### src/hw/rtl/iirtf_pkg.sv
// Shared types and constants for the third-order IIR trajectory filter.
// Holds the tap geometry, field widths, register indexes and the command
// and status structs between the controller and the datapath.
`timescale 1ns / 1ps

package iirtf_pkg;

  localparam int TAPS      = 4;
  localparam int NTAPS     = (TAPS < 4) ? TAPS : 4;
  localparam int HIST      = NTAPS - 1;
  localparam int NUM_TERMS = 2 * HIST + 1;
  localparam int TERM_W    = (NUM_TERMS > 2) ? $clog2(NUM_TERMS) : 1;
  localparam int HIDX_W    = (HIST > 1) ? $clog2(HIST) : 1;

  localparam int NUM_COEF  = 7;
  localparam int CFG_IDX_W = 3;
  localparam int COEF_W    = 48;
  localparam int SAMPLE_W  = 32;
  localparam int YHIST_W   = 64;
  localparam int VEL_W     = 48;
  localparam int ACCUM_W   = 128;

  localparam int DERIV_SCALE = 1000;

  typedef enum logic [CFG_IDX_W-1:0] {
    REG_B0,
    REG_B1,
    REG_B2,
    REG_B3,
    REG_A1,
    REG_A2,
    REG_A3
  } reg_idx_t;

  typedef struct packed {
    logic              start;
    logic              mul_en;
    logic [TERM_W-1:0] term;
    logic [1:0]        part;
    logic              round;
    logic              pos_en;
    logic              vel_en;
    logic              acc_en;
    logic              commit;
  } iirtf_cmd_t;

  typedef struct packed {
    logic out_free;
  } iirtf_status_t;

endpackage

### src/hw/rtl/iirtf_ctrl.sv
// Sequencer for the IIR trajectory filter.
// Walks the multiply-accumulate terms one partial product at a time, then
// the rounding and derivative steps. Depends on iirtf_pkg.
`timescale 1ns / 1ps

module iirtf_ctrl (
  input  logic                    clk,
  input  logic                    rst,
  input  logic                    in_valid,
  output logic                    in_ready,
  input  iirtf_pkg::iirtf_status_t status,
  output iirtf_pkg::iirtf_cmd_t    cmd
);

  typedef enum logic [2:0] {
    S_IDLE,
    S_MAC,
    S_DRAIN,
    S_ROUND,
    S_POS,
    S_VEL,
    S_ACC,
    S_COMMIT
  } state_t;

  state_t                          state;
  logic [iirtf_pkg::TERM_W-1:0]    term;
  logic [1:0]                      part;

  localparam logic [iirtf_pkg::TERM_W-1:0] LAST_TERM =
    iirtf_pkg::TERM_W'(iirtf_pkg::NUM_TERMS - 1);

  always_ff @(posedge clk) begin
    if (rst) begin
      state <= S_IDLE;
      term  <= '0;
      part  <= '0;
    end else begin
      unique case (state)
        S_IDLE: begin
          term <= '0;
          part <= '0;
          if (in_valid) begin
            state <= S_MAC;
          end
        end
        S_MAC: begin
          part <= part + 2'd1;
          if (part == 2'd3) begin
            term <= term + iirtf_pkg::TERM_W'(1);
            if (term == LAST_TERM) begin
              state <= S_DRAIN;
            end
          end
        end
        S_DRAIN:  state <= S_ROUND;
        S_ROUND:  state <= S_POS;
        S_POS:    state <= S_VEL;
        S_VEL:    state <= S_ACC;
        S_ACC:    state <= S_COMMIT;
        S_COMMIT: begin
          if (status.out_free) begin
            state <= S_IDLE;
          end
        end
        default: state <= S_IDLE;
      endcase
    end
  end

  assign in_ready = (state == S_IDLE);

  always_comb begin
    cmd        = '0;
    cmd.term   = term;
    cmd.part   = part;
    cmd.start  = (state == S_IDLE) && in_valid;
    cmd.mul_en = (state == S_MAC);
    cmd.round  = (state == S_ROUND);
    cmd.pos_en = (state == S_POS);
    cmd.vel_en = (state == S_VEL);
    cmd.acc_en = (state == S_ACC);
    cmd.commit = (state == S_COMMIT) && status.out_free;
  end

endmodule

### config.mk
export PLATFORM = sky130hd
export DESIGN_NAME = iirtf_ctrl
export DESIGN_NICKNAME = d
export VERILOG_FILES = /design/src/hw/rtl/iirtf_pkg.sv /design/src/hw/rtl/iirtf_ctrl.sv
export SDC_FILE = /design/constraint.sdc
export NUM_CORES = 1
export LEC_CHECK = 0
export BUFFER_PORTS_ARGS = -buffer_cell sky130_fd_sc_hd__buf_2
export CORE_AREA = 3 3 40 42
export CTS_BUF_LIST = sky130_fd_sc_hd__clkbuf_16
export CTS_CLUSTER_DIAMETER = 100
export CTS_CLUSTER_SIZE = 30
export DETAILED_ROUTE_END_ITERATION = 6
export DIE_AREA = 0 0 43 45
export PLACE_DENSITY = 0.72
export SYNTH_ARGS = -nofsm -noshare
export SYNTH_HDL_FRONTEND = slang
export SYNTH_SLANG_ARGS = --single-unit
### constraint.sdc
create_clock -name clk -period 3.8 [get_ports clk]
set_input_delay 0.76 -clock clk [delete_from_list [all_inputs] [get_ports clk]]
set_output_delay 0.76 -clock clk [all_outputs]
set_load 0.01 [all_outputs]
-- Yosys cells after proc, flatten, opt, wreduce, memory -nomap -nowiden
Cells that the tools add are included.
- output and inout port bits: 13
- bits of input ports: 4
- word-level logic and storage cells: 32
- register bits after elaboration: 8
- $add $sub $neg: 2
- multiplexer cells: 8
- reductions and logical operators: 6
- equality and inequality tests: 13
- operator list (operator ; number):
    3-bit case mux with 8 select lines ; 1
    3-bit equality test (second input constant) ; 5
    3-bit two-way mux ; 5
    3-bit by 2-bit equality test with 1-bit output (second input constant) ; 2
    3-bit case mux with 2 select lines ; 1
    2-bit by 1-bit inequality test with 1-bit output (second input constant) ; 2
    2-bit inequality test (second input constant) ; 2
    2-bit case mux with 2 select lines ; 1
    4-bit AND reduction ; 1
    3-bit by 1-bit adder with 3-bit output (second input constant) ; 1
    3-bit by 1-bit equality test with 1-bit output (second input constant) ; 1
    3-bit zero test ; 1
    2-bit by 1-bit adder with 2-bit output (second input constant) ; 1
    2-bit equality test (second input constant) ; 1
    1-bit logical AND ; 2
    2-bit AND reduction ; 1
    2-bit nonzero test ; 1

-- Logic depth before layout (Yosys ltp)
Gate-level depths: netlist of run 1.
- depth after elaboration: 4
- gate-level depth with buffers: 6
- mapped depth without buffers: 6

-- Least setup slack after synthesis of run 1
OpenSTA, ideal clock, no wires.
- path type: reg-to-output
- start: reg state[0]
- end: out cmd[11] (netlist bit)
- setup slack: 1.950 ns
- data arrival time: 1.090 ns
- path buffers: 0
- stages on the path, launching flop included: 5
- cells stage by stage: dfxtp_1 inv_1 ha_1 nor2b_1 and2_1
- RTL lines (item ; RTL line ; source):
    start, declared ; iirtf_ctrl.sv:26 ; state_t state;
    start signal, assigned ; iirtf_ctrl.sv:35 ; state <= S_IDLE;
    start signal, assigned ; iirtf_ctrl.sv:44 ; state <= S_MAC;
    start signal, assigned ; iirtf_ctrl.sv:52 ; state <= S_DRAIN;
    end, declared ; iirtf_ctrl.sv:12 ; output iirtf_pkg::iirtf_cmd_t cmd

==> results of run 1 <==
-- power breakdown --
group / internal [mW] / switching (mW)
Combinational: 0.112 / 0.131
Sequential: 0.102 / 0.0179
Clock: 0.135 / 0.0387
-- critical path: cells and delay by family, from the launching register on --
| kind | cells | cell delay (ns) |
|---|---|---|
| flops | 1 | 0.37 |
| buf+inv | 2 | 0.21 |
| fa+ha+maj | 1 | 0.27 |
| simple gates | 2 | 0.34 |
-- cells in the final DEF, fill, tap and decap left out, types with 2 or more instances in the layout --
cell and instances:
clkbuf_16 3, a21oi_1 3, ha_1 7, a31oi_1 2
buf_2 16, nor2_1 5, and2_1 4, nand2b_1 2
a211oi_1 3, nor2b_1 2, nand2_1 6, inv_1 4
dfxtp_1 8
-- area by class of cell --
| cell class | count | area, um^2 | share of cell area |
|---|---|---|---|
| timing repair buffer | 16 | 80.1 | 0.107 |
| inverter | 5 | 18.8 | 0.0252 |
| multi-input combinational | 49 | 393 | 0.527 |
| sequential | 8 | 160 | 0.215 |
| clock buffer | 3 | 75.1 | 0.101 |
| tap | 15 | 18.8 | 0.0252 |
-- kinds of logic after synthesis --
group | after synthesis | share of synthesized area
multiplexers | 2 | 0.0431
adder cells (fa/ha/maj) | 7 | 0.151
flip-flops | 8 | 0.276
AO/OA/AOI/OAI | 14 | 0.198
buffers and inverters | 7 | 0.0474
AND/OR/NAND/NOR | 26 | 0.284
-- registers in the layout, indices dropped and copies added, names as in the netlist --
signal / flops
state: 3
part: 2
term: 3
-- path summary, 6_finish.rpt --
path              startpoint       end  slack, ns  cells after the start
setup reg to reg    state[0]  state[0]       2.14                      6
hold reg to reg      term[1]   term[1]       0.49                      2
setup / recovery    state[1]   cmd[11]       1.62                      5
hold / removal       term[1]   term[1]       0.49                      2
-- layer usage --
layer | track usage | up-vias | wire length (um)
met1 | 0.165 | 234 | 521
met5 | 0 | - | 0
li1 | - | 260 | -
met3 | 0.0717 | 2 | 44
met4 | 0.0542 | 0 | 11
met2 | 0.204 | 6 | 510
==> out/results.ini, run 1 <==
[clocking]
cts_sinks=8
cts_max_level=1
post-cts-setup-buffers=0
clkSlewWorstSetupHoldPaths_ns=0.04
clk_path_buf_depth=2
cts_tree=built
clk_latency_ns=0.23
cts_resized=0
cts_buffers=3
root_buffer=clkbuf_16
cts_hold_buf=0

[sta]
worst_slew_pin_slew_ns=0.443
period_needed_ns=2.18
timing.final.hold_violations=0
slew_viol_final=0
setup_viol=0
rsz0062_at_grt=false
finalClockSkew_ns=0.00159
tns_ns=0
fin_crit_sh=0.573
max_freq_mhz=459
fin_ws_ns=1.62
maxSlewHeadroom=0.704
timing.hold.ws_ns=0.488

[synthesis]
yosysUniqueCellTypes=29
yosysMostFrequentCell=dfxtp_1
synth_top_area_share=0.276
syn_avg_cell_area_um2=9.07
synth_edf_count=0
yosys_warnings=0
synthCells=64
async_flop_share=0
yosys.area.top_type=dfxtp_1
synthTopCellsByCount=dfxtp_1, ha_1, nand2_1
yosys-top-cells-area=dfxtp_1, ha_1, a221oi_4
ys_seq_area_frac=0.276
synth_ff_type=dfxtp_1
synth_nets=75
ys_seq_elements=8
syn-cell-area_um2=581

[placement]
dpl_cell_area_um2=671
placed_cells=93
gp_congestion=0.717
io_buffers=16
dpl_worst_slack_ns=1.86
place_hpwl_um=847

[floorplanning]
rows=13
initial_core_util=0.452
dieHeight_um=45
die_area_um2=1940
core_um2=1280
die-width_um=43
io_pins=17

[worst_setup_path]
crit_required_ns=3.04
path_class=flop to output port
cp_max_fo=6
cp-end-kind=output port
critical_path.cell_chain=inv_1 -> ha_1 -> nor2b_1 -> and2_1 -> buf_2
cpMaxStageDelayCell=dfxtp_1
arrival_ns=1.42
startpoint_type=flop
slowest_delay_ns=0.37

[hold_path]
hp-class=flop to flop

[grt]
antenna_found_initial=0
first_global_vias=461
grt_overflow_total=0
track_usage=0.136
grt_max_degree=15
grt_pass1_wl_um=1910

[routing]
dr.pass1.iters=4
wirelength_um=1090
vias=502
route.detailed.drc=0
drtIter0Drc=4
ant_nets=0
drt-vias-per-instance=5.23
avgRoutedWirePerCell_um=11.3

[pwr]
power.density_nw_per_um2=719
worst_ir_drop_vdd_uv=404
power.total_uw=536
p_leak_nw=0.386

[layout]
final_cells=96
fin_nets=94
syn_to_final_growth_pct=28.4
n_fill_cell=125
utilization=0.580
fin_area_um2=746
drive_gt1_frac=0.321
antenna_cells=0

[outcome]
outcome=finished clean

[flow_run]
maxCapViolCount=0

(Power assumes the default switching activity.)
==> inputs of run 2 (changes only) <==
--- a/config.mk
+++ b/config.mk
@@ -6,13 +6,13 @@
 export NUM_CORES = 1
 export LEC_CHECK = 0
 export BUFFER_PORTS_ARGS = -buffer_cell sky130_fd_sc_hd__buf_2
-export CORE_AREA = 3 3 40 42
+export CORE_MARGIN = 3
+export CORE_UTILIZATION = 44
 export CTS_BUF_LIST = sky130_fd_sc_hd__clkbuf_16
 export CTS_CLUSTER_DIAMETER = 100
 export CTS_CLUSTER_SIZE = 30
 export DETAILED_ROUTE_END_ITERATION = 6
-export DIE_AREA = 0 0 43 45
-export PLACE_DENSITY = 0.72
+export PLACE_DENSITY = 0.75
 export SYNTH_ARGS = -nofsm -noshare
 export SYNTH_HDL_FRONTEND = slang
 export SYNTH_SLANG_ARGS = --single-unit
==> constraint.sdc (replaced) <==
create_clock -name clk -period 1.8 [get_ports clk]
set_input_delay 0.36 -clock clk [delete_from_list [all_inputs] [get_ports clk]]
set_output_delay 0.36 -clock clk [all_outputs]
set_load 0.01 [all_outputs]
==> run 2 against run 1 <==
Effect of this change:
- sequential power increased by 110%
- via count increased by 2.2%
- non-clock buffer count increased by 2
- global-route usage increased by 1.4 points
- flip-flop and latch count unchanged
==> out/results.ini, run 2 (synthesis gave the netlist of run 1 again) <==
[sta]
fin_ws_ns=0.0888  ; was 1.62 ns
timing.final.hold_violations=0  ; unchanged
period_needed_ns=1.71
max_freq_mhz=584
slew_viol_final=0  ; unchanged
timing.hold.ws_ns=0.398  ; was 0.488 ns
setup_viol=0  ; unchanged
rsz0062_at_grt=true  ; was false
worst_slew_pin_slew_ns=0.280  ; was 0.443 ns
maxSlewHeadroom=0.811  ; was 0.704
tns_ns=0  ; unchanged
finalClockSkew_ns=0.000282  ; was 0.00159 ns
fin_crit_sh=0.951

[pwr]
power_frac_comb=0.470  ; was 0.452
power.total_mw=1.18  ; was 536 uW
power.density_nw_per_um2=1540  ; was 719 nW/um^2
p_sw_uw=417  ; was 187 uW
seqPwrFrac=0.210  ; was 0.223
clkPwrFrac=0.319  ; was 0.325
p_int_uw=762  ; was 349 uW
worst_ir_drop_vdd_uv=797  ; was 404 uV
netSwitchingFraction=0.354  ; was 0.349
p_leak_nw=0.397  ; was 0.386 nW

[grt]
grt_max_degree=11  ; was 15
grt_overflow_total=0  ; unchanged
grt_pass1_wl_um=2060  ; was 1910 um
first_global_vias=472  ; was 461
antenna_found_initial=0  ; unchanged
track_usage=0.150  ; was 0.136

[layout]
fin_nets=96  ; was 94
antenna_cells=0  ; unchanged
utilization=0.653  ; was 0.580
final_common_cell=buf_2  ; unchanged
n_fill_cell=101  ; was 125
final_cells=97  ; was 96
mostFrequentLayoutCells=buf_2, dfxtp_1, nand2_1, ha_1, nor2_1  ; was buf_2, dfxtp_1, ha_1, nand2_1, nor2_1
drive_gt1_frac=0.361  ; was 0.321
fin_area_um2=764  ; was 746 um^2
reg_top3=state x3, term x3, part x2  ; unchanged
syn_to_final_growth_pct=31.7  ; was 28.4%

[routing]
wirelength_um=1240  ; was 1090 um
ant_nets=0  ; unchanged
dr.pass1.iters=4  ; unchanged
route.detailed.drc=0  ; unchanged
vias=513  ; was 502
drt-vias-per-instance=5.29  ; was 5.23
drtIter0Drc=11  ; was 4
avgRoutedWirePerCell_um=12.8  ; was 11.3 um

[clocking]
post-cts-setup-buffers=0  ; unchanged
clk_latency_ns=0.23  ; about the same
cts_tree=built  ; unchanged
root_buffer=clkbuf_16  ; unchanged
clkSlewWorstSetupHoldPaths_ns=0.04  ; about the same
clk_path_buf_depth=2  ; unchanged
cts_sinks=8  ; unchanged
cts_max_level=1  ; unchanged
cts_buffers=3  ; unchanged

[worst_setup_path]
startpoint_type=flop  ; unchanged
arrival_ns=1.35  ; was 1.42 ns
crit_required_ns=1.44  ; was 3.04 ns
cp_max_fo=6  ; unchanged
path_class=flop to output port  ; unchanged
cp-end-kind=output port  ; unchanged

[floorplanning]
rows=12  ; was 13
dieHeight_um=42.3  ; was 45 um
die_area_um2=1790  ; was 1940 um^2
initial_core_util=0.496  ; was 0.452
core_um2=1170  ; was 1280 um^2
die-width_um=42.3  ; was 43 um
io_pins=17  ; unchanged

[placement]
dpl_worst_slack_ns=0.178  ; was 1.86 ns
io_buffers=16  ; unchanged
gp_congestion=0.751  ; was 0.717
place_hpwl_um=934  ; was 847 um
placed_cells=94  ; was 93
dpl_cell_area_um2=684  ; was 671 um^2

[hold_path]
hp-class=primary input to flop  ; was flop to flop

[flow_run]
maxCapViolCount=0  ; unchanged

[outcome]
outcome=finished clean  ; unchanged

run 2: worst paths after layout:
path	startpoint	end	slack, ns	depth (start not counted)
worst max-delay path	state[0]	cmd[11]	0.09	5
worst min-delay path	rst	term[1]	0.40	2
worst max register to register	state[0]	state[0]	0.20	6
worst min register to register	term[1]	term[1]	0.49	2
run 2: worst max-delay path, stage by stage, from the launching register on:
cell,delay (ns)
dfxtp_1,0.35
inv_1,0.09
ha_2,0.23
nor2b_2,0.17
and2_1,0.15
buf_2,0.13
run 2: cell type report:
class | instances | area (um^2) | share of cell area
clock buffer | 3 | 75.1 | 0.0982
inverter | 5 | 18.8 | 0.0245
timing repair buffer | 18 | 95.1 | 0.124
multi-input combinational | 49 | 398 | 0.520
sequential | 8 | 160 | 0.209
tap | 14 | 17.5 | 0.0229
run 2: timing repair:
action                                  4_1_cts  5_1_grt
endpoints found under the setup margin        1        1
hold buffers                                  0        0
resized for setup                             1        1
run 2: power by group through the flow:
| stage | Clock [mW] | Combinational [mW] | Sequential (mW) |
|---|---|---|---|
| floorplan | 0 | 0.393 | 0.251 |
| detailed placement | 0 | 0.536 | 0.251 |
| global placement | 0 | 0.528 | 0.249 |
| finish | 0.377 | 0.554 | 0.248 |
| global route | 0.391 | 0.620 | 0.254 |
| CTS | 0.383 | 0.556 | 0.248 |
run 2: layer usage:
layer / global-route usage / share of wire / up-vias
li1: - / - / 266
met1: 0.178 / 0.46 / 233
met2: 0.246 / 0.48 / 12
met3: 0.0515 / 0.051 / 2
met4: 0.0559 / 0.0064 / 0
met5: 0 / 0 / -
